**src/rtl/core/opst_pkg.sv**
```systemverilog
// opst_pkg: shared types and constants of the ordered pair set table
// holds the table size, opcodes, and the command and status structs
// between the controller and the datapath; depends on nothing
package opst_pkg;

	// table size and derived widths
	localparam int CAPACITY = 32;
	localparam int IDX_W    = $clog2(CAPACITY);
	localparam int CNT_W    = 6;
	localparam int TAB_W    = 8;
	localparam int ITEM_W   = 16;
	localparam int POS_W    = 8;
	localparam int ENTRY_W  = TAB_W + ITEM_W;

	// opcodes of an input item
	typedef enum logic [2:0] {
		OP_CLEAR  = 3'd0,
		OP_LOOKUP = 3'd1,
		OP_TOGGLE = 3'd2,
		OP_ADD    = 3'd3,
		OP_RM_KEY = 3'd4,
		OP_RM_POS = 3'd5,
		OP_RD_POS = 3'd6,
		OP_APPEND = 3'd7
	} op_t;

	// controller to datapath
	typedef struct packed {
		logic take;        // latch key and position of the accepted item
		logic clr;         // empty the table
		logic app;         // write key at the count and bump the count
		logic dec;         // drop the count by one
		logic scan_start;  // pointer to zero for a key search
		logic load_hit;    // pointer to the entry after the match
		logic load_pos;    // pointer to the entry after the position
		logic step;        // issue the next read at the pointer
		logic shift_mode;  // each returned entry is written one place down
		logic rd_pos;      // read the entry at the position
		logic res_load;    // fill the result register
		logic res_ok;      // success flag of the result
		logic res_rd;      // result carries the read entry
	} opst_cmd_t;

	// datapath to controller
	typedef struct packed {
		logic hit;         // returned entry matches the key
		logic miss;        // search went past the last entry
		logic shift_done;  // compaction finished
		logic full;        // count equals the capacity
		logic pos_ok;      // position is below the count
		logic res_free;    // result register can take a new result
	} opst_sts_t;

endpackage

```
**src/rtl/core/opst_ram.sv**
```systemverilog
// opst_ram: generic single write, single read memory with registered read
// read data holds while no read is issued; no dependencies
module opst_ram #(
	parameter int WIDTH = 8,
	parameter int DEPTH = 16
) (
	input  logic                     clk,
	input  logic                     we,
	input  logic [$clog2(DEPTH)-1:0] waddr,
	input  logic [WIDTH-1:0]         wdata,
	input  logic                     re,
	input  logic [$clog2(DEPTH)-1:0] raddr,
	output logic [WIDTH-1:0]         rdata
);

	logic [WIDTH-1:0] mem_q [DEPTH];
	logic [WIDTH-1:0] rdata_q;

	// write port
	always_ff @(posedge clk) begin
		if (we) begin
			mem_q[waddr] <= wdata;
		end
	end

	// registered read port
	always_ff @(posedge clk) begin
		if (re) begin
			rdata_q <= mem_q[raddr];
		end
	end

	assign rdata = rdata_q;

endmodule

```
**src/rtl/core/opst_dp.sv**
```systemverilog
// opst_dp: datapath of the ordered pair set table
// entry memory, count, scan pointer, key compare and result register
// depends on opst_pkg and opst_ram
module opst_dp (
	input  logic                        clk,
	input  logic                        arst_n,
	input  opst_pkg::opst_cmd_t         cmd,
	output opst_pkg::opst_sts_t         sts,
	input  logic [opst_pkg::TAB_W-1:0]  key_tab,
	input  logic [opst_pkg::ITEM_W-1:0] key_item,
	input  logic [opst_pkg::POS_W-1:0]  position,
	input  logic                        res_ready,
	output logic                        res_valid,
	output logic                        success,
	output logic [opst_pkg::TAB_W-1:0]  out_tab,
	output logic [opst_pkg::ITEM_W-1:0] out_item,
	output logic                        out_valid,
	output logic [opst_pkg::CNT_W-1:0]  total
);

	logic [opst_pkg::TAB_W-1:0]   tab_q;
	logic [opst_pkg::ITEM_W-1:0]  item_q;
	logic [opst_pkg::POS_W-1:0]   pos_q;
	logic [opst_pkg::CNT_W-1:0]   cnt_q;
	logic [opst_pkg::CNT_W-1:0]   ptr_q;
	logic                         rd_v_s1;
	logic [opst_pkg::IDX_W-1:0]   rd_idx_s1;
	logic                         issue;
	logic                         ram_we;
	logic [opst_pkg::IDX_W-1:0]   ram_waddr;
	logic [opst_pkg::ENTRY_W-1:0] ram_wdata;
	logic                         ram_re;
	logic [opst_pkg::IDX_W-1:0]   ram_raddr;
	logic [opst_pkg::ENTRY_W-1:0] ram_rdata;
	logic                         res_full_q;
	logic                         ok_q;
	logic [opst_pkg::TAB_W-1:0]   otab_q;
	logic [opst_pkg::ITEM_W-1:0]  oitem_q;
	logic                         ovalid_q;
	logic [opst_pkg::CNT_W-1:0]   total_q;

	// key and position of the item in work
	always_ff @(posedge clk) begin
		if (cmd.take) begin
			tab_q  <= key_tab;
			item_q <= key_item;
			pos_q  <= position;
		end
	end

	// entry count
	always_ff @(posedge clk or negedge arst_n) begin
		if (!arst_n) begin
			cnt_q <= '0;
		end else if (cmd.clr) begin
			cnt_q <= '0;
		end else if (cmd.app) begin
			cnt_q <= cnt_q + opst_pkg::CNT_W'(1);
		end else if (cmd.dec) begin
			cnt_q <= cnt_q - opst_pkg::CNT_W'(1);
		end
	end

	// scan pointer and read pipeline
	assign issue = cmd.step && (ptr_q < cnt_q);

	always_ff @(posedge clk or negedge arst_n) begin
		if (!arst_n) begin
			ptr_q   <= '0;
			rd_v_s1 <= 1'b0;
		end else if (cmd.scan_start) begin
			ptr_q   <= '0;
			rd_v_s1 <= 1'b0;
		end else if (cmd.load_hit) begin
			ptr_q   <= opst_pkg::CNT_W'(rd_idx_s1) + opst_pkg::CNT_W'(1);
			rd_v_s1 <= 1'b0;
		end else if (cmd.load_pos) begin
			ptr_q   <= opst_pkg::CNT_W'(pos_q) + opst_pkg::CNT_W'(1);
			rd_v_s1 <= 1'b0;
		end else begin
			if (issue) begin
				ptr_q <= ptr_q + opst_pkg::CNT_W'(1);
			end
			rd_v_s1 <= issue;
		end
	end

	always_ff @(posedge clk) begin
		if (issue) begin
			rd_idx_s1 <= ptr_q[opst_pkg::IDX_W-1:0];
		end
	end

	// memory ports: append or compaction write, pointer or position read
	always_comb begin
		ram_we    = 1'b0;
		ram_waddr = cnt_q[opst_pkg::IDX_W-1:0];
		ram_wdata = {tab_q, item_q};
		if (cmd.app) begin
			ram_we = 1'b1;
		end else if (cmd.shift_mode && rd_v_s1) begin
			ram_we    = 1'b1;
			ram_waddr = rd_idx_s1 - opst_pkg::IDX_W'(1);
			ram_wdata = ram_rdata;
		end
	end

	assign ram_re    = issue || cmd.rd_pos;
	assign ram_raddr = cmd.rd_pos ? pos_q[opst_pkg::IDX_W-1:0] : ptr_q[opst_pkg::IDX_W-1:0];

	opst_ram #(
		.WIDTH(opst_pkg::ENTRY_W),
		.DEPTH(opst_pkg::CAPACITY)
	) u_ram (
		.clk  (clk),
		.we   (ram_we),
		.waddr(ram_waddr),
		.wdata(ram_wdata),
		.re   (ram_re),
		.raddr(ram_raddr),
		.rdata(ram_rdata)
	);

	// status back to the controller
	always_comb begin
		sts.hit        = rd_v_s1 && (ram_rdata == {tab_q, item_q});
		sts.miss       = (ptr_q >= cnt_q) && !sts.hit;
		sts.shift_done = (ptr_q >= cnt_q) && !rd_v_s1;
		sts.full       = (cnt_q == opst_pkg::CNT_W'(opst_pkg::CAPACITY));
		sts.pos_ok     = (pos_q < opst_pkg::POS_W'(cnt_q));
		sts.res_free   = !res_full_q || res_ready;
	end

	// result register
	always_ff @(posedge clk or negedge arst_n) begin
		if (!arst_n) begin
			res_full_q <= 1'b0;
		end else if (cmd.res_load) begin
			res_full_q <= 1'b1;
		end else if (res_ready) begin
			res_full_q <= 1'b0;
		end
	end

	always_ff @(posedge clk) begin
		if (cmd.res_load) begin
			ok_q     <= cmd.res_ok;
			otab_q   <= cmd.res_rd ? ram_rdata[opst_pkg::ENTRY_W-1:opst_pkg::ITEM_W] : '0;
			oitem_q  <= cmd.res_rd ? ram_rdata[opst_pkg::ITEM_W-1:0] : '0;
			ovalid_q <= cmd.res_rd;
			total_q  <= cnt_q;
		end
	end

	assign res_valid = res_full_q;
	assign success   = ok_q;
	assign out_tab   = otab_q;
	assign out_item  = oitem_q;
	assign out_valid = ovalid_q;
	assign total     = total_q;

	// count stays within the table
	a_cnt_range: assert property (@(posedge clk) disable iff (!arst_n)
		cnt_q <= opst_pkg::CNT_W'(opst_pkg::CAPACITY))
		else $error("entry count above capacity");

	// no append into a full table
	a_app_room: assert property (@(posedge clk) disable iff (!arst_n)
		cmd.app |-> !sts.full)
		else $error("append into a full table");

	// no removal from an empty table
	a_dec_nonzero: assert property (@(posedge clk) disable iff (!arst_n)
		cmd.dec |-> (cnt_q != '0))
		else $error("removal from an empty table");

	// a new result never overwrites one still waiting
	a_res_free: assert property (@(posedge clk) disable iff (!arst_n)
		cmd.res_load |-> (!res_full_q || res_ready))
		else $error("result overwritten before delivery");

endmodule

```
**src/rtl/core/opst_ctrl.sv**
```systemverilog
// opst_ctrl: controller state machine of the ordered pair set table
// decodes the opcode and sequences search, compaction and result
// depends on opst_pkg
module opst_ctrl (
	input  logic                clk,
	input  logic                arst_n,
	input  logic                in_valid,
	output logic                in_ready,
	input  logic [2:0]          op,
	input  opst_pkg::opst_sts_t sts,
	output opst_pkg::opst_cmd_t cmd
);

	typedef enum logic [4:0] {
		ST_IDLE  = 5'b00001,
		ST_EXEC  = 5'b00010,
		ST_SCAN  = 5'b00100,
		ST_SHIFT = 5'b01000,
		ST_FIN   = 5'b10000
	} state_t;

	state_t           state_q, state_d;
	opst_pkg::op_t    op_q;
	logic             ok_q, ok_d;
	logic             rd_q, rd_d;

	// opcode of the item in work
	always_ff @(posedge clk) begin
		if (in_valid && in_ready) begin
			op_q <= opst_pkg::op_t'(op);
		end
	end

	always_ff @(posedge clk or negedge arst_n) begin
		if (!arst_n) begin
			state_q <= ST_IDLE;
			ok_q    <= 1'b0;
			rd_q    <= 1'b0;
		end else begin
			state_q <= state_d;
			ok_q    <= ok_d;
			rd_q    <= rd_d;
		end
	end

	assign in_ready = (state_q == ST_IDLE);

	// next state and commands
	always_comb begin
		state_d = state_q;
		ok_d    = ok_q;
		rd_d    = rd_q;
		cmd     = '0;
		case (state_q)
			ST_IDLE: begin
				if (in_valid) begin
					cmd.take = 1'b1;
					ok_d     = 1'b0;
					rd_d     = 1'b0;
					state_d  = ST_EXEC;
				end
			end
			ST_EXEC: begin
				case (op_q)
					opst_pkg::OP_CLEAR: begin
						cmd.clr = 1'b1;
						ok_d    = 1'b1;
						state_d = ST_FIN;
					end
					opst_pkg::OP_LOOKUP, opst_pkg::OP_TOGGLE, opst_pkg::OP_ADD,
					opst_pkg::OP_RM_KEY: begin
						cmd.scan_start = 1'b1;
						state_d        = ST_SCAN;
					end
					opst_pkg::OP_RM_POS: begin
						if (sts.pos_ok) begin
							cmd.load_pos = 1'b1;
							ok_d         = 1'b1;
							state_d      = ST_SHIFT;
						end else begin
							state_d = ST_FIN;
						end
					end
					opst_pkg::OP_RD_POS: begin
						if (sts.pos_ok) begin
							cmd.rd_pos = 1'b1;
							ok_d       = 1'b1;
							rd_d       = 1'b1;
						end
						state_d = ST_FIN;
					end
					opst_pkg::OP_APPEND: begin
						if (!sts.full) begin
							cmd.app = 1'b1;
							ok_d    = 1'b1;
						end
						state_d = ST_FIN;
					end
					default: begin
						state_d = ST_FIN;
					end
				endcase
			end
			// key search, one entry per cycle
			ST_SCAN: begin
				cmd.step = 1'b1;
				if (sts.hit) begin
					case (op_q)
						opst_pkg::OP_LOOKUP: begin
							ok_d    = 1'b1;
							state_d = ST_FIN;
						end
						opst_pkg::OP_TOGGLE: begin
							cmd.load_hit = 1'b1;
							state_d      = ST_SHIFT;
						end
						opst_pkg::OP_RM_KEY: begin
							cmd.load_hit = 1'b1;
							ok_d         = 1'b1;
							state_d      = ST_SHIFT;
						end
						default: begin
							state_d = ST_FIN;
						end
					endcase
				end else if (sts.miss) begin
					// toggle and add append an absent pair when there is room
					if ((op_q == opst_pkg::OP_TOGGLE || op_q == opst_pkg::OP_ADD) &&
						!sts.full) begin
						cmd.app = 1'b1;
						ok_d    = 1'b1;
					end
					state_d = ST_FIN;
				end
			end
			// compaction, later entries move down one place
			ST_SHIFT: begin
				cmd.step       = 1'b1;
				cmd.shift_mode = 1'b1;
				if (sts.shift_done) begin
					cmd.dec = 1'b1;
					state_d = ST_FIN;
				end
			end
			ST_FIN: begin
				if (sts.res_free) begin
					cmd.res_load = 1'b1;
					cmd.res_ok   = ok_q;
					cmd.res_rd   = rd_q;
					state_d      = ST_IDLE;
				end
			end
			default: begin
				state_d = ST_IDLE;
			end
		endcase
	end

	// a search only runs for the key operations
	a_scan_op: assert property (@(posedge clk) disable iff (!arst_n)
		(state_q == ST_SCAN) |-> (op_q == opst_pkg::OP_LOOKUP ||
			op_q == opst_pkg::OP_TOGGLE || op_q == opst_pkg::OP_ADD ||
			op_q == opst_pkg::OP_RM_KEY))
		else $error("search started for a non-key operation");

	// every result load returns the machine to idle
	a_fin_idle: assert property (@(posedge clk) disable iff (!arst_n)
		cmd.res_load |=> (state_q == ST_IDLE))
		else $error("result loaded without returning to idle");

	// an item is taken only when idle
	a_take_idle: assert property (@(posedge clk) disable iff (!arst_n)
		cmd.take |-> (state_q == ST_IDLE) && in_valid)
		else $error("item taken outside idle");

endmodule

```
**src/rtl/core/ordered_pair_set_table.sv**
```systemverilog
// ordered_pair_set_table: top level of the ordered pair set table
// joins the controller and the datapath; depends on opst_pkg, opst_ctrl, opst_dp
//
// Keeps up to 32 (tab, item) pairs in insertion order and applies one operation per
// item: clear, lookup, toggle, add, remove by key, remove by position, read by position
// or unchecked append; every item returns one result with success, the entry read and
// the count after the operation. One item is in work at a time and the result sits in
// an output register, so the next item is taken while a result still waits; that item's
// own result then holds the controller until the register is free. A key search stops
// at the first matching entry or after the last stored entry; a removal then compacts
// the table, moving every later entry down one place. The single read port of the
// entry memory reads one entry per cycle during search and compaction.
module ordered_pair_set_table (
	input  logic        clk,
	input  logic        arst_n,
	input  logic        in_valid,
	output logic        in_ready,
	input  logic [2:0]  op,
	input  logic [7:0]  key_tab,
	input  logic [15:0] key_item,
	input  logic [7:0]  position,
	output logic        res_valid,
	input  logic        res_ready,
	output logic        success,
	output logic [7:0]  out_tab,
	output logic [15:0] out_item,
	output logic        out_valid,
	output logic [5:0]  total
);

	opst_pkg::opst_cmd_t cmd;
	opst_pkg::opst_sts_t sts;

	// sequencing
	opst_ctrl u_ctrl (
		.clk     (clk),
		.arst_n  (arst_n),
		.in_valid(in_valid),
		.in_ready(in_ready),
		.op      (op),
		.sts     (sts),
		.cmd     (cmd)
	);

	// storage, compare and result
	opst_dp u_dp (
		.clk      (clk),
		.arst_n   (arst_n),
		.cmd      (cmd),
		.sts      (sts),
		.key_tab  (key_tab),
		.key_item (key_item),
		.position (position),
		.res_ready(res_ready),
		.res_valid(res_valid),
		.success  (success),
		.out_tab  (out_tab),
		.out_item (out_item),
		.out_valid(out_valid),
		.total    (total)
	);

endmodule
```
**config.mk**
```make
export PLATFORM = sky130hd
export DESIGN_NAME = ordered_pair_set_table
export DESIGN_NICKNAME = d
export VERILOG_FILES = /design/src/rtl/core/opst_pkg.sv /design/src/rtl/core/opst_ram.sv /design/src/rtl/core/opst_dp.sv /design/src/rtl/core/opst_ctrl.sv /design/src/rtl/core/ordered_pair_set_table.sv
export SDC_FILE = /design/constraint.sdc
export NUM_CORES = 1
export LEC_CHECK = 0
export ABC_CLOCK_PERIOD_IN_PS = 6700
export BUFFER_PORTS_ARGS = -buffer_cell sky130_fd_sc_hd__buf_2
export CAP_MARGIN = 20
export CORE_ASPECT_RATIO = 1.1
export CORE_UTILIZATION = 41
export CTS_CLUSTER_SIZE = 12
export DETAILED_ROUTE_END_ITERATION = 10
export HOLD_SLACK_MARGIN = 0.15
export SYNTH_ARGS = -nofsm -noshare
export SYNTH_HDL_FRONTEND = slang
export SYNTH_HIERARCHICAL = 1
export SYNTH_SLANG_ARGS = --single-unit
```
**constraint.sdc**
```tcl
create_clock -name clk -period 6.7 [get_ports clk]
set_input_delay 0.67 -clock clk [delete_from_list [all_inputs] [get_ports clk]]
set_output_delay 0.67 -clock clk [all_outputs]
set_load 0.02 [all_outputs]
```
==> results.md, run 1 <==
- Share of layout cells above drive strength 1: 0.144
- Post-synth EDFFs: 864
- Pre-Repair DR Iteration Count: 5
- Yosys warnings: 6
- Clock group share of total power: 0.296
- Initial antenna violation count: 0
- Sw Share: 0.303
- Post-synthesis instance area: 35700 um2
- Clock tree buffer depth: 3
- Worst Setup End Kind: register
- Cells after Synth: 2115
- Global-route wire length before repair: 123000 um
- Worst-Margin Slew: 1.17 ns
- Leakage: 13.5 nW
- Worst reg-to-reg setup slack: 1.19 ns
- Die width: 283 um
- DR WL/cell: 24.3 um
- Vias after detailed routing: 18.9k
- Root Driver: clkbuf_16
- Hold_ws: 0.206 ns
- CP Launch Type: register
- Setup TNS: 0 ns
- Synth-to-Final Area Change: 12.5%
- # rows: 113
- CTS tree: built
- Die area: 88100 um2
- Die Y: 311 um
- Max-slew violation count: 0
- Post-route DRC: 0
- Synth cell types: 63
- Final estimated routing congestion in global placement: 0.830
- Most common cell after layout, fill and taps aside: edfxtp_1
- Fin crit share: 0.822
- R2r worst-path depth: 16
- Dpl cells: 3293
- Hold violation count in the final report: 0
- Final net count: 2294
- Min-delay src: key_item[5]
- Register area share after synthesis: 0.742
- FMAX: 182 MHz
- H-Tree Depth: 3
- Sink Count: 885
- Crit path time final: 5.51 ns
- I/O Buffers: 72
- Reg2reg end: u_dp/u_ram/rdata[7]
- Post-synthesis area per instance: 16.9 um2
- GRT Overall Usage: 0.188
- Largest net degree at the start of global routing: 89
- I/O pin cnt: 73
- Post-synth ARST share: 0.0237
- Hold Path Stages: 1
- Finished Layout Cells: 3432
- WHS Endpoint: u_dp/item_q[5]
- P per Cell Area: 373 nW/um2
- Status: finished clean
- CP max-delay cell: nor2b_4
- Total grt overflow: 0
- Initial DRC Count: 1693
- Final wirelength: 83300 um
- Core area: 86200 um2
- Total CTS buffers: 88
- Req. time, crit path: 7.06 ns
- Clk_skew: 0.0209 ns
- Post-synth net total: 2172
- Reg power frac: 0.449
- Crit-path max FO: 25
- Skew-Pair Late Insertion Delay: 0.64 ns
- P_int: 10.4 mW
- Arrival time worst endpoint: 5.86 ns
- Clock Pin Slew Worst Setup and Hold Paths: 0.06 ns
- Vias per Instance: 5.51
- Setup Fix Bufs, Post-CTS: 0
- Ant diodes: 0
- Number of global-route vias before repair: 19.1k
- Most frequent cells in the layout: edfxtp_1 (864), mux2i_1 (388), nand2_1 (99)
- RSZ-0062 raised after global routing: false
- Crit path cell chain: inv_1 -> ha_1 -> o21ai_0 -> a21boi_0 -> o21ai_1 -> a21oi_1 -> nor4_1 -> nand2_1 -> nor4b_4 -> mux2_2 -> nor2b_4 -> buf_12 -> buf_4 -> a22oi_1 -> a31oi_1 -> nand3_1
- #FFs+latches synth: 885
- Most used DFF post-synth: edfxtp_1
- Slew margin rel.: 0.221
- Worst reg2reg path startpoint: u_dp/cnt_q[1]
- Max incr delay on CP: 0.73 ns
- Maxcap violations: 0
- Endpoints failing setup: 0
- Initial Util: 0.413
- DP HPWL: 50600 um
- Crit Path Category: reg -> reg
- HP Class: in -> reg
- Max VDD drop: 0.352 mV
- NetSw: 4.53 mW
- Final ANT Viol Nets: 0
- Gate power share: 0.255
==> worst max-delay path by stage <==
| stage | startpoint | to | slack, ns | cells past startpoint |
|---|---|---|---|---|
| detailed placement | u_dp/cnt_q[1] | u_dp/u_ram/rdata[7] | 1.39 | 16 |
| floorplan | u_dp/cnt_q[3] | u_dp/u_ram/mem_q[10][0] | 1.87 | 16 |
| global placement | u_dp/cnt_q[1] | u_dp/u_ram/rdata[8] | 1.44 | 16 |
| finish | u_dp/cnt_q[1] | u_dp/u_ram/rdata[7] | 1.19 | 16 |
| global route | u_dp/cnt_q[1] | u_dp/u_ram/rdata[7] | 0.99 | 16 |
| CTS | u_dp/cnt_q[1] | u_dp/u_ram/rdata[8] | 1.36 | 16 |
==> cell usage after synthesis, drive strengths merged, types with 2 or more instances <==
cell type | instances | area share
or3b | 3 | 0.00074
nand2 | 102 | 0.011
nand2b | 9 | 0.0016
a21oi | 89 | 0.012
buf | 76 | 0.015
o21a | 2 | 0.00042
mux2i | 390 | 0.11
nor2 | 58 | 0.0061
and3 | 2 | 0.00035
a21o | 3 | 0.00063
clkbuf | 35 | 0.0038
edfxtp | 864 | 0.73
a22oi | 72 | 0.015
xnor2 | 13 | 0.0032
or3 | 6 | 0.0012
o31ai | 5 | 0.0012
dfrtp | 20 | 0.014
nor3 | 29 | 0.0044
o21ai | 17 | 0.0024
nand3b | 6 | 0.0013
ha | 17 | 0.0060
nand4 | 6 | 0.0011
nor2b | 9 | 0.0016
nor3b | 3 | 0.0011
mux2 | 31 | 0.0099
nor4 | 9 | 0.0026
xor2 | 24 | 0.0059
a211oi | 2 | 0.00042
a31oi | 24 | 0.0042
a22o | 48 | 0.012
and2 | 28 | 0.0049
inv | 21 | 0.0022
nand3 | 80 | 0.011
==> layout make-up <==
| cell class | count | area (um2) |
|---|---|---|
| clock buffers | 118 | 2420 |
| clock inverters | 17 | 90.1 |
| fillers | 7350 | 46100 |
| inverters | 21 | 78.8 |
| multi-input cells | 1098 | 8530 |
| flip-flops and latches | 885 | 26500 |
| well taps | 1150 | 1440 |
| repair buffers | 143 | 1090 |
==> stage by stage <==
step	worst slack [ns]	instance area [um2]	power, mW	utilization
final	1.19	40100	15.0	0.465
after global routing	0.990	40100	15.6	0.465
after CTS	1.36	40100	15.1	0.465
after detailed placement	1.39	37600	10.6	0.435
after global placement	1.44	37500	10.6	0.435
after floorplan	1.87	35700	9.46	-
==> what timing repair did <==
item                                   in CTS  in global routing
hold buffers                                1                  0
endpoints found under the hold margin      20                  0
resized for setup                           0                  0
==> worst max-delay path, delay by kind of cell, from the launching register on <==
family / cells / cell delay, ns
AOI/OAI and AO/OA: 6 / 1.10
adders and majority gates: 1 / 0.29
buffers and inverters: 3 / 0.74
DFF: 1 / 0.48
muxes: 1 / 0.52
and+or+nand+nor: 5 / 2.05
==> power groups by stage <==
| stage | logic, mW | clock network [mW] | registers (mW) |
|---|---|---|---|
| 3_5_place_dp | 3.79 | 0 | 6.83 |
| 3_3_place_gp | 3.72 | 0 | 6.83 |
| 6_report | 3.81 | 4.42 | 6.72 |
| 5_1_grt | 4.09 | 4.73 | 6.73 |
| 2_1_floorplan | 2.70 | 0 | 6.76 |
| 4_1_cts | 3.80 | 4.53 | 6.72 |
==> logic make-up after synthesis <==
kind of cell	Yosys count	share of synthesized area
AND/OR/NAND/NOR	354	0.0503
AO/OA/AOI/OAI	268	0.0503
XOR/XNOR	37	0.00909
adder cells (fa/ha/maj)	18	0.00653
multiplexers	421	0.120
buffers and inverters	132	0.0215
flip-flops	885	0.742
==> layer usage <==
layer / part of all wire / GRT usage
met4: 0.016 / 0.0495
met5: 0 / 0
met3: 0.054 / 0.0281
met1: 0.43 / 0.250
met2: 0.50 / 0.321
==> state kept, by name, summed over array words and instances (netlist names) <==
name              cells
u_dp/out_valid        1
u_dp/ptr_q            6
u_dp/success          1
u_dp/u_ram/rdata     24
u_dp/item_q          16
u_dp/pos_q            8
u_ctrl/op_q           3
u_dp/rd_idx_s1        5
u_dp/rd_v_s1          1
u_ctrl/rd_q           1
u_dp/u_ram/mem_q    768
u_dp/out_tab          8
u_dp/res_valid        1
u_dp/tab_q            8
u_dp/cnt_q            6
u_ctrl/state_q        5
u_ctrl/ok_q           1
u_dp/out_item        16
u_dp/total            6
(Power assumes the default switching activity.)
==> inputs of run 2 (changes only) <==
--- a/config.mk
+++ b/config.mk
@@ -5,7 +5,7 @@
 export SDC_FILE = /design/constraint.sdc
 export NUM_CORES = 1
 export LEC_CHECK = 0
-export ABC_CLOCK_PERIOD_IN_PS = 6700
+export ABC_CLOCK_PERIOD_IN_PS = 4550
 export BUFFER_PORTS_ARGS = -buffer_cell sky130_fd_sc_hd__buf_2
 export CAP_MARGIN = 20
 export CORE_ASPECT_RATIO = 1.1
==> constraint.sdc (replaced) <==
create_clock -name clk -period 4.55 [get_ports clk]
set_input_delay 0.455 -clock clk [delete_from_list [all_inputs] [get_ports clk]]
set_output_delay 0.455 -clock clk [all_outputs]
set_load 0.02 [all_outputs]
==> results.md, run 2 (synthesis results as in run 1) <==
- DR WL/cell: 23.3 um (-4.2%)
- Most frequent cells in the layout: edfxtp_1 (864), mux2i_1 (387), nand2_1 (98)
- Clock Pin Slew Worst Setup and Hold Paths: 0.06 ns (about the same)
- Fin crit share: 0.955 (+0.132)
- H-Tree Depth: 3 (unchanged)
- Die width: 283 um (unchanged)
- Initial antenna violation count: 0 (unchanged)
- Leakage: 14.1 nW (+4.8%)
- Crit path cell chain: ha_1 -> a21boi_0 -> o21ai_1 -> a21oi_1 -> nor4_2 -> nand2_2 -> nor4b_4 -> buf_6 -> nand2_1 -> o21ai_4 -> buf_12 -> buf_16 -> mux2i_1 -> a22o_1 -> nor3_1 -> a31oi_1 -> buf_4 -> nand3_1
- Setup TNS: 0 ns (unchanged)
- P per Cell Area: 546 nW/um2 (+46%)
- Clock group share of total power: 0.291 (-0.005)
- CP max-delay cell: edfxtp_1
- Pre-Repair DR Iteration Count: 5 (unchanged)
- I/O Buffers: 72 (unchanged)
- Fin worst setup slack: 0.206 ns (-0.985 ns)
- I/O pin cnt: 73 (unchanged)
- Max-slew violation count: 0 (unchanged)
- Max incr delay on CP: 0.52 ns (-0.21 ns)
- Die Y: 311 um (unchanged)
- RSZ-0062 raised after global routing: true
- # rows: 113 (unchanged)
- Crit path time final: 4.34 ns (-1.17 ns)
- Crit Path Category: reg -> reg
- Post-route DRC: 0 (unchanged)
- Final estimated routing congestion in global placement: 0.820 (-1.1%)
- Vias per Instance: 5.39 (-2.2%)
- Maxcap violations: 0 (unchanged)
- Top delay family on crit path: simple AND/OR/NAND/NOR gates
- Final ANT Viol Nets: 0 (unchanged)
- Status: finished clean
- Vias after detailed routing: 19.0k (+0.67%)
- Total grt overflow: 0 (unchanged)
- Initial Util: 0.413 (unchanged)
- Dpl ws: -0.130 ns (-1.52 ns)
- Req. time, crit path: 5.04 ns (-2.02 ns)
- Initial DRC Count: 1384 (-18%)
- Worst-Margin Slew: 1.08 ns (-0.0897 ns)
- Reg power frac: 0.435 (-0.014)
- Hold_ws: 0.304 ns (+0.0980 ns)
- Clk_skew: 0.0360 ns (+0.0151 ns)
- Crit-path max FO: 25 (unchanged)
- Largest net degree at the start of global routing: 56 (-37%)
- HP Class: in -> async
- Ant diodes: 0 (unchanged)
- P_int: 15.8 mW (+52%)
- CTS tree: built
- Total CTS buffers: 89 (+1.1%)
- Die area: 88100 um2 (unchanged)
- FMAX: 230 MHz (+27%)
- Largest Register: u_dp/u_ram/mem_q
- CP Launch Type: register
- Final core occ: 0.483 (+0.0176)
- Synth-to-Final Area Change: 16.8%
- Final net count: 2390 (+4.2%)
- Final Power: 22.7 mW (+52%)
- Max VDD drop: 0.278 mV (-21%)
- Share of layout cells above drive strength 1: 0.171 (+0.0271)
- DP HPWL: 51200 um (+1.1%)
- Hold violation count in the final report: 0 (unchanged)
- Sink Count: 885 (unchanged)
- Sw Share: 0.304 (+0.00114)
- Most common cell after layout, fill and taps aside: edfxtp_1
- Endpoints failing setup: 0 (unchanged)
- Root Driver: clkbuf_16
- Buf+Inv Stages, Crit Path: 4 (+1)
- Worst Setup End Kind: register
- Clock tree buffer depth: 3 (unchanged)
- Gate power share: 0.274 (+0.019)
- Final wirelength: 82100 um (-1.4%)
- Number of global-route vias before repair: 19.3k (+1.1%)
- Core area: 86200 um2 (unchanged)
- Largest register FFs: 768 (unchanged)
- Slew margin rel.: 0.282 (+0.0617)
- Arrival time worst endpoint: 4.84 ns (-1.02 ns)
- NetSw: 6.91 mW (+53%)
- Global-route wire length before repair: 122000 um (-0.69%)
- GRT Overall Usage: 0.184 (-0.00380)
- Skew-Pair Late Insertion Delay: 0.67 ns (+0.03 ns)
[run 2: cell count changes in the layout (fill, tap and decap cells not counted), sizes merged]
| cell | delta |
|---|---|
| clkinv | +9 |
| bufinv | +1 |
| buf | +54 |
| dlygate4sd3 | +37 |
[run 2: power by group through the flow]
stage | Sequential (mW) | Combinational (mW) | Clock, mW
2_1_floorplan | 9.96 | 3.98 | 0
3_3_place_gp | 10.0 | 5.81 | 0
3_5_place_dp | 10.1 | 5.88 | 0
4_1_cts | 9.89 | 5.94 | 6.77
5_1_grt | 9.91 | 6.64 | 7.06
6_report | 9.89 | 6.22 | 6.62
[run 2: cell type report]
class,count,area [um2]
clock buffers,114,2380
multi-input cells,1098,8640
well taps,1150,1440
inverters,21,78.8
flip-flops and latches,885,26500
clock inverters,27,188
repair buffers,238,2430
fillers,7207,44600
[run 2: final timing paths]
kind | slack (ns) | endpoint | from | cells past startpoint
setup / recovery | 0.21 | u_dp/u_ram/rdata[13] | u_dp/pos_q[2] | 18
hold / removal | 0.30 | u_dp/cnt_q[2] | arst_n | 2
setup reg to reg | 0.21 | u_dp/u_ram/rdata[13] | u_dp/pos_q[2] | 18
hold reg to reg | 0.48 | u_ctrl/rd_q | u_ctrl/rd_q | 1
max in group asynchronous | 3.88 | u_ctrl/state_q[0] | arst_n | 2
min in group clk | 0.48 | u_ctrl/rd_q | u_ctrl/rd_q | 1
[run 2: repair_timing]
action                                  4_1_cts  5_1_grt
hold endpoints to repair                     61        0
gates resized for setup                       3       30
setup buffers                                 0        6
endpoints found under the setup margin       11      770
hold buffers                                 38        0
pin swaps                                     0        4
gates cloned                                  0        5
[run 2: worst reg2reg max path, cell delays in order, from the launching register on]
cell and delay, ns:
edfxtp_1 0.52, ha_1 0.34, a21boi_0 0.13, o21ai_1 0.14
a21oi_1 0.09, nor4_2 0.43, nand2_2 0.17, nor4b_4 0.34
buf_6 0.19, nand2_1 0.10, o21ai_4 0.13, buf_12 0.22
buf_16 0.25, mux2i_1 0.13, a22o_1 0.23, nor3_1 0.39
a31oi_1 0.12, buf_4 0.18, nand3_1 0.11
[run 2: layer usage]
layer | vias up | routed length (um) | share of wire | track usage
li1 | 8677 | - | - | -
met1 | 9708 | 35500 | 0.43 | 0.244
met2 | 527 | 40600 | 0.49 | 0.309
met3 | 120 | 4220 | 0.051 | 0.0293
met4 | 0 | 1870 | 0.023 | 0.0601
met5 | - | 0 | 0 | 0
[run 2: through the flow]
stage / area [um2] / std cells
2_1_floorplan: 35700 / 2115
3_3_place_gp: 38300 / 3340
4_1_cts: 41300 / 3520
6_report: 41600 / 3533
3_5_place_dp: 38300 / 3341
5_1_grt: 41600 / 3533
==> inputs of run 3 (changes only) <==
--- a/config.mk
+++ b/config.mk
@@ -9,10 +9,11 @@
 export BUFFER_PORTS_ARGS = -buffer_cell sky130_fd_sc_hd__buf_2
 export CAP_MARGIN = 20
 export CORE_ASPECT_RATIO = 1.1
-export CORE_UTILIZATION = 41
+export CORE_UTILIZATION = 56
 export CTS_CLUSTER_SIZE = 12
 export DETAILED_ROUTE_END_ITERATION = 10
 export HOLD_SLACK_MARGIN = 0.15
+export PLACE_DENSITY = 0.75
 export SYNTH_ARGS = -nofsm -noshare
 export SYNTH_HDL_FRONTEND = slang
 export SYNTH_HIERARCHICAL = 1
==> results.md, run 3 (synthesis results as in run 1) <==
- Clock Pin Slew Worst Setup and Hold Paths: 0.06 ns (about the same)
- Vias per Instance: 6.11 (+13%)
- Sink Count: 885 (unchanged)
- Maxcap violations: 0 (unchanged)
- Largest register FFs: 768 (unchanged)
- Gate power share: 0.285 (+0.011)
- Share of layout cells above drive strength 1: 0.183 (+0.0120)
- I/O Buffers: 72 (unchanged)
- Largest net degree at the start of global routing: 44 (-21%)
- Skew-Pair Late Insertion Delay: 0.65 ns (-0.02 ns)
- Ant diodes: 0 (unchanged)
- Hold violation count in the final report: 0 (unchanged)
- Final Cell Area: 41400 um2 (-0.60%)
- Vias after detailed routing: 19.8k (+4.2%)
- Dpl cells: 3041 (-9.0%)
- Reg power frac: 0.432 (-0.003)
- Arrival time worst endpoint: 4.84 ns (about the same)
- Fin worst setup slack: 0.0753 ns (-0.131 ns)
- Die width: 243 um (-14%)
- Endpoints failing setup: 0 (unchanged)
- I/O pin cnt: 73 (unchanged)
- Worst-Margin Slew: 1.05 ns (-0.0239 ns)
- Status: finished clean
- Die Y: 267 um (-14%)
- Max VDD drop: 0.374 mV (+34%)
- Number of global-route vias before repair: 19.7k (+2.0%)
- Global-route wire length before repair: 123000 um (+0.63%)
- Most frequent cells in the layout: edfxtp_1 (864), mux2i_1 (387), buf_4 (113)
- Crit Path Category: reg -> reg
- FMAX: 223 MHz (-2.9%)
- Met3 Use GR: 0.0337 (+0.00440)
- Crit-path max FO: 9 (-64%)
- Max-slew violation count: 0 (unchanged)
- Clock tree buffer depth: 3 (unchanged)
- Met1 Use GR: 0.348 (+0.104)
- # rows: 96 (-15%)
- Clk_skew: 0.0171 ns (-0.0189 ns)
- Clock group share of total power: 0.283 (-0.008)
- Most common cell after layout, fill and taps aside: edfxtp_1
- DP HPWL: 50300 um (-1.8%)
- Initial DRC Count: 2084 (+51%)
- Final ANT Viol Nets: 0 (unchanged)
- Finished Layout Cells: 3245 (-8.2%)
- GRT Overall Usage: 0.256 (+0.0719)
- Fin crit share: 0.983 (+0.0287)
- Total grt overflow: 0 (unchanged)
- Hold_ws: 0.199 ns (-0.106 ns)
- Die area: 64700 um2 (-27%)
- Setup TNS: 0 ns (unchanged)
- Initial antenna violation count: 0 (unchanged)
- Sw Share: 0.306 (+0.00158)
- Dpl ws: -0.139 ns (-0.00882 ns)
- Slew margin rel.: 0.292 (+0.0101)
- Final Power: 22.8 mW (+0.51%)
- Met2 Use GR: 0.425 (+0.117)
- H-Tree Depth: 3 (unchanged)
- Total CTS buffers: 87 (-2.2%)
- Leakage: 14.3 nW (+1.1%)
- Crit path time final: 4.47 ns (+0.131 ns)
- Final net count: 2422 (+1.3%)
- CTS tree: built
- Busiest grt layer: met2
- Initial Util: 0.569 (+0.155)
- Worst Setup End Kind: register
- Synth-to-Final Area Change: 16.1%
- HP Class: in -> reg
- Final wirelength: 83400 um (+1.5%)
- P per Cell Area: 552 nW/um2 (+1.1%)
- Req. time, crit path: 4.91 ns (-0.13 ns)
- Post-route DRC: 0 (unchanged)
- P_int: 15.9 mW (+0.29%)
- NetSw: 6.98 mW (+1.0%)
- Core area: 62700 um2 (-27%)
- Final estimated routing congestion in global placement: 0.872 (+6.2%)
- Pre-Repair DR Iteration Count: 5 (unchanged)
- Final core occ: 0.660 (+0.177)
- Root Driver: clkbuf_16
- DR WL/cell: 25.7 um (+11%)
- CP Launch Type: register
- Placement Cell Area: 37900 um2 (-0.96%)
- Largest Register: u_dp/u_ram/mem_q
## run 3: per-layer routing
layer / wire length [um] / part of all wire
met5: 0 / 0
met4: 2160 / 0.026
met3: 5910 / 0.071
met2: 41500 / 0.50
met1: 33800 / 0.41
## run 3: timing repair
action | in CTS | in global routing
buffers inserted | 2 | 18
pin swaps | 0 | 6
hold endpoints to repair | 60 | 0
hold buffers | 37 | 0
gates cloned | 4 | 4
resized for setup | 9 | 14
setup endpoints to repair | 250 | 768
## run 3: layout make-up
cell class,count,area [um2]
inverter,21,78.8
timing repair buffer,272,2670
sequential,885,26500
clock buffer,121,2360
clock inverter,15,124
multi-input combinational,1098,8640
fill,4131,21300
tap,833,1040
## run 3: power by group through the flow
| stage | combinational (mW) | clock, mW | sequential [mW] |
|---|---|---|---|
| 2_1_floorplan | 3.98 | 0 | 9.96 |
| 3_3_place_gp | 5.75 | 0 | 10.0 |
| 3_5_place_dp | 5.89 | 0 | 10.0 |
| 4_1_cts | 6.17 | 6.56 | 9.87 |
| 5_1_grt | 6.87 | 6.86 | 9.89 |
| 6_report | 6.50 | 6.47 | 9.87 |
## run 3: final timing paths
kind,startpoint,end,slack [ns],depth (start not counted)
worst max-delay path,u_dp/cnt_q[1],u_dp/u_ram/rdata[9],0.08,20
worst min-delay path,res_ready,u_dp/res_valid,0.20,3
worst max register to register,u_dp/cnt_q[1],u_dp/u_ram/rdata[9],0.08,20
worst min register to register,u_ctrl/rd_q,u_ctrl/rd_q,0.48,1
max in group asynchronous,arst_n,u_dp/cnt_q[1],3.82,2
min in group asynchronous,arst_n,u_ctrl/state_q[3],0.35,2
## run 3: worst max-delay path, cell delays in order, from the launching register on
cell	delay, ns
dfrtp_2	0.46
inv_1	0.15
ha_1	0.25
o21ai_0	0.07
a21boi_0	0.11
o21ai_1	0.14
a21oi_1	0.10
nor4_2	0.20
buf_4	0.18
nand2_1	0.14
nor4b_4	0.36
buf_6	0.19
nand2_1	0.11
o21ai_4	0.20
buf_4	0.21
buf_12	0.11
buf_4	0.21
mux2i_1	0.30
a22oi_1	0.12
a31oi_1	0.42
nand3_1	0.16
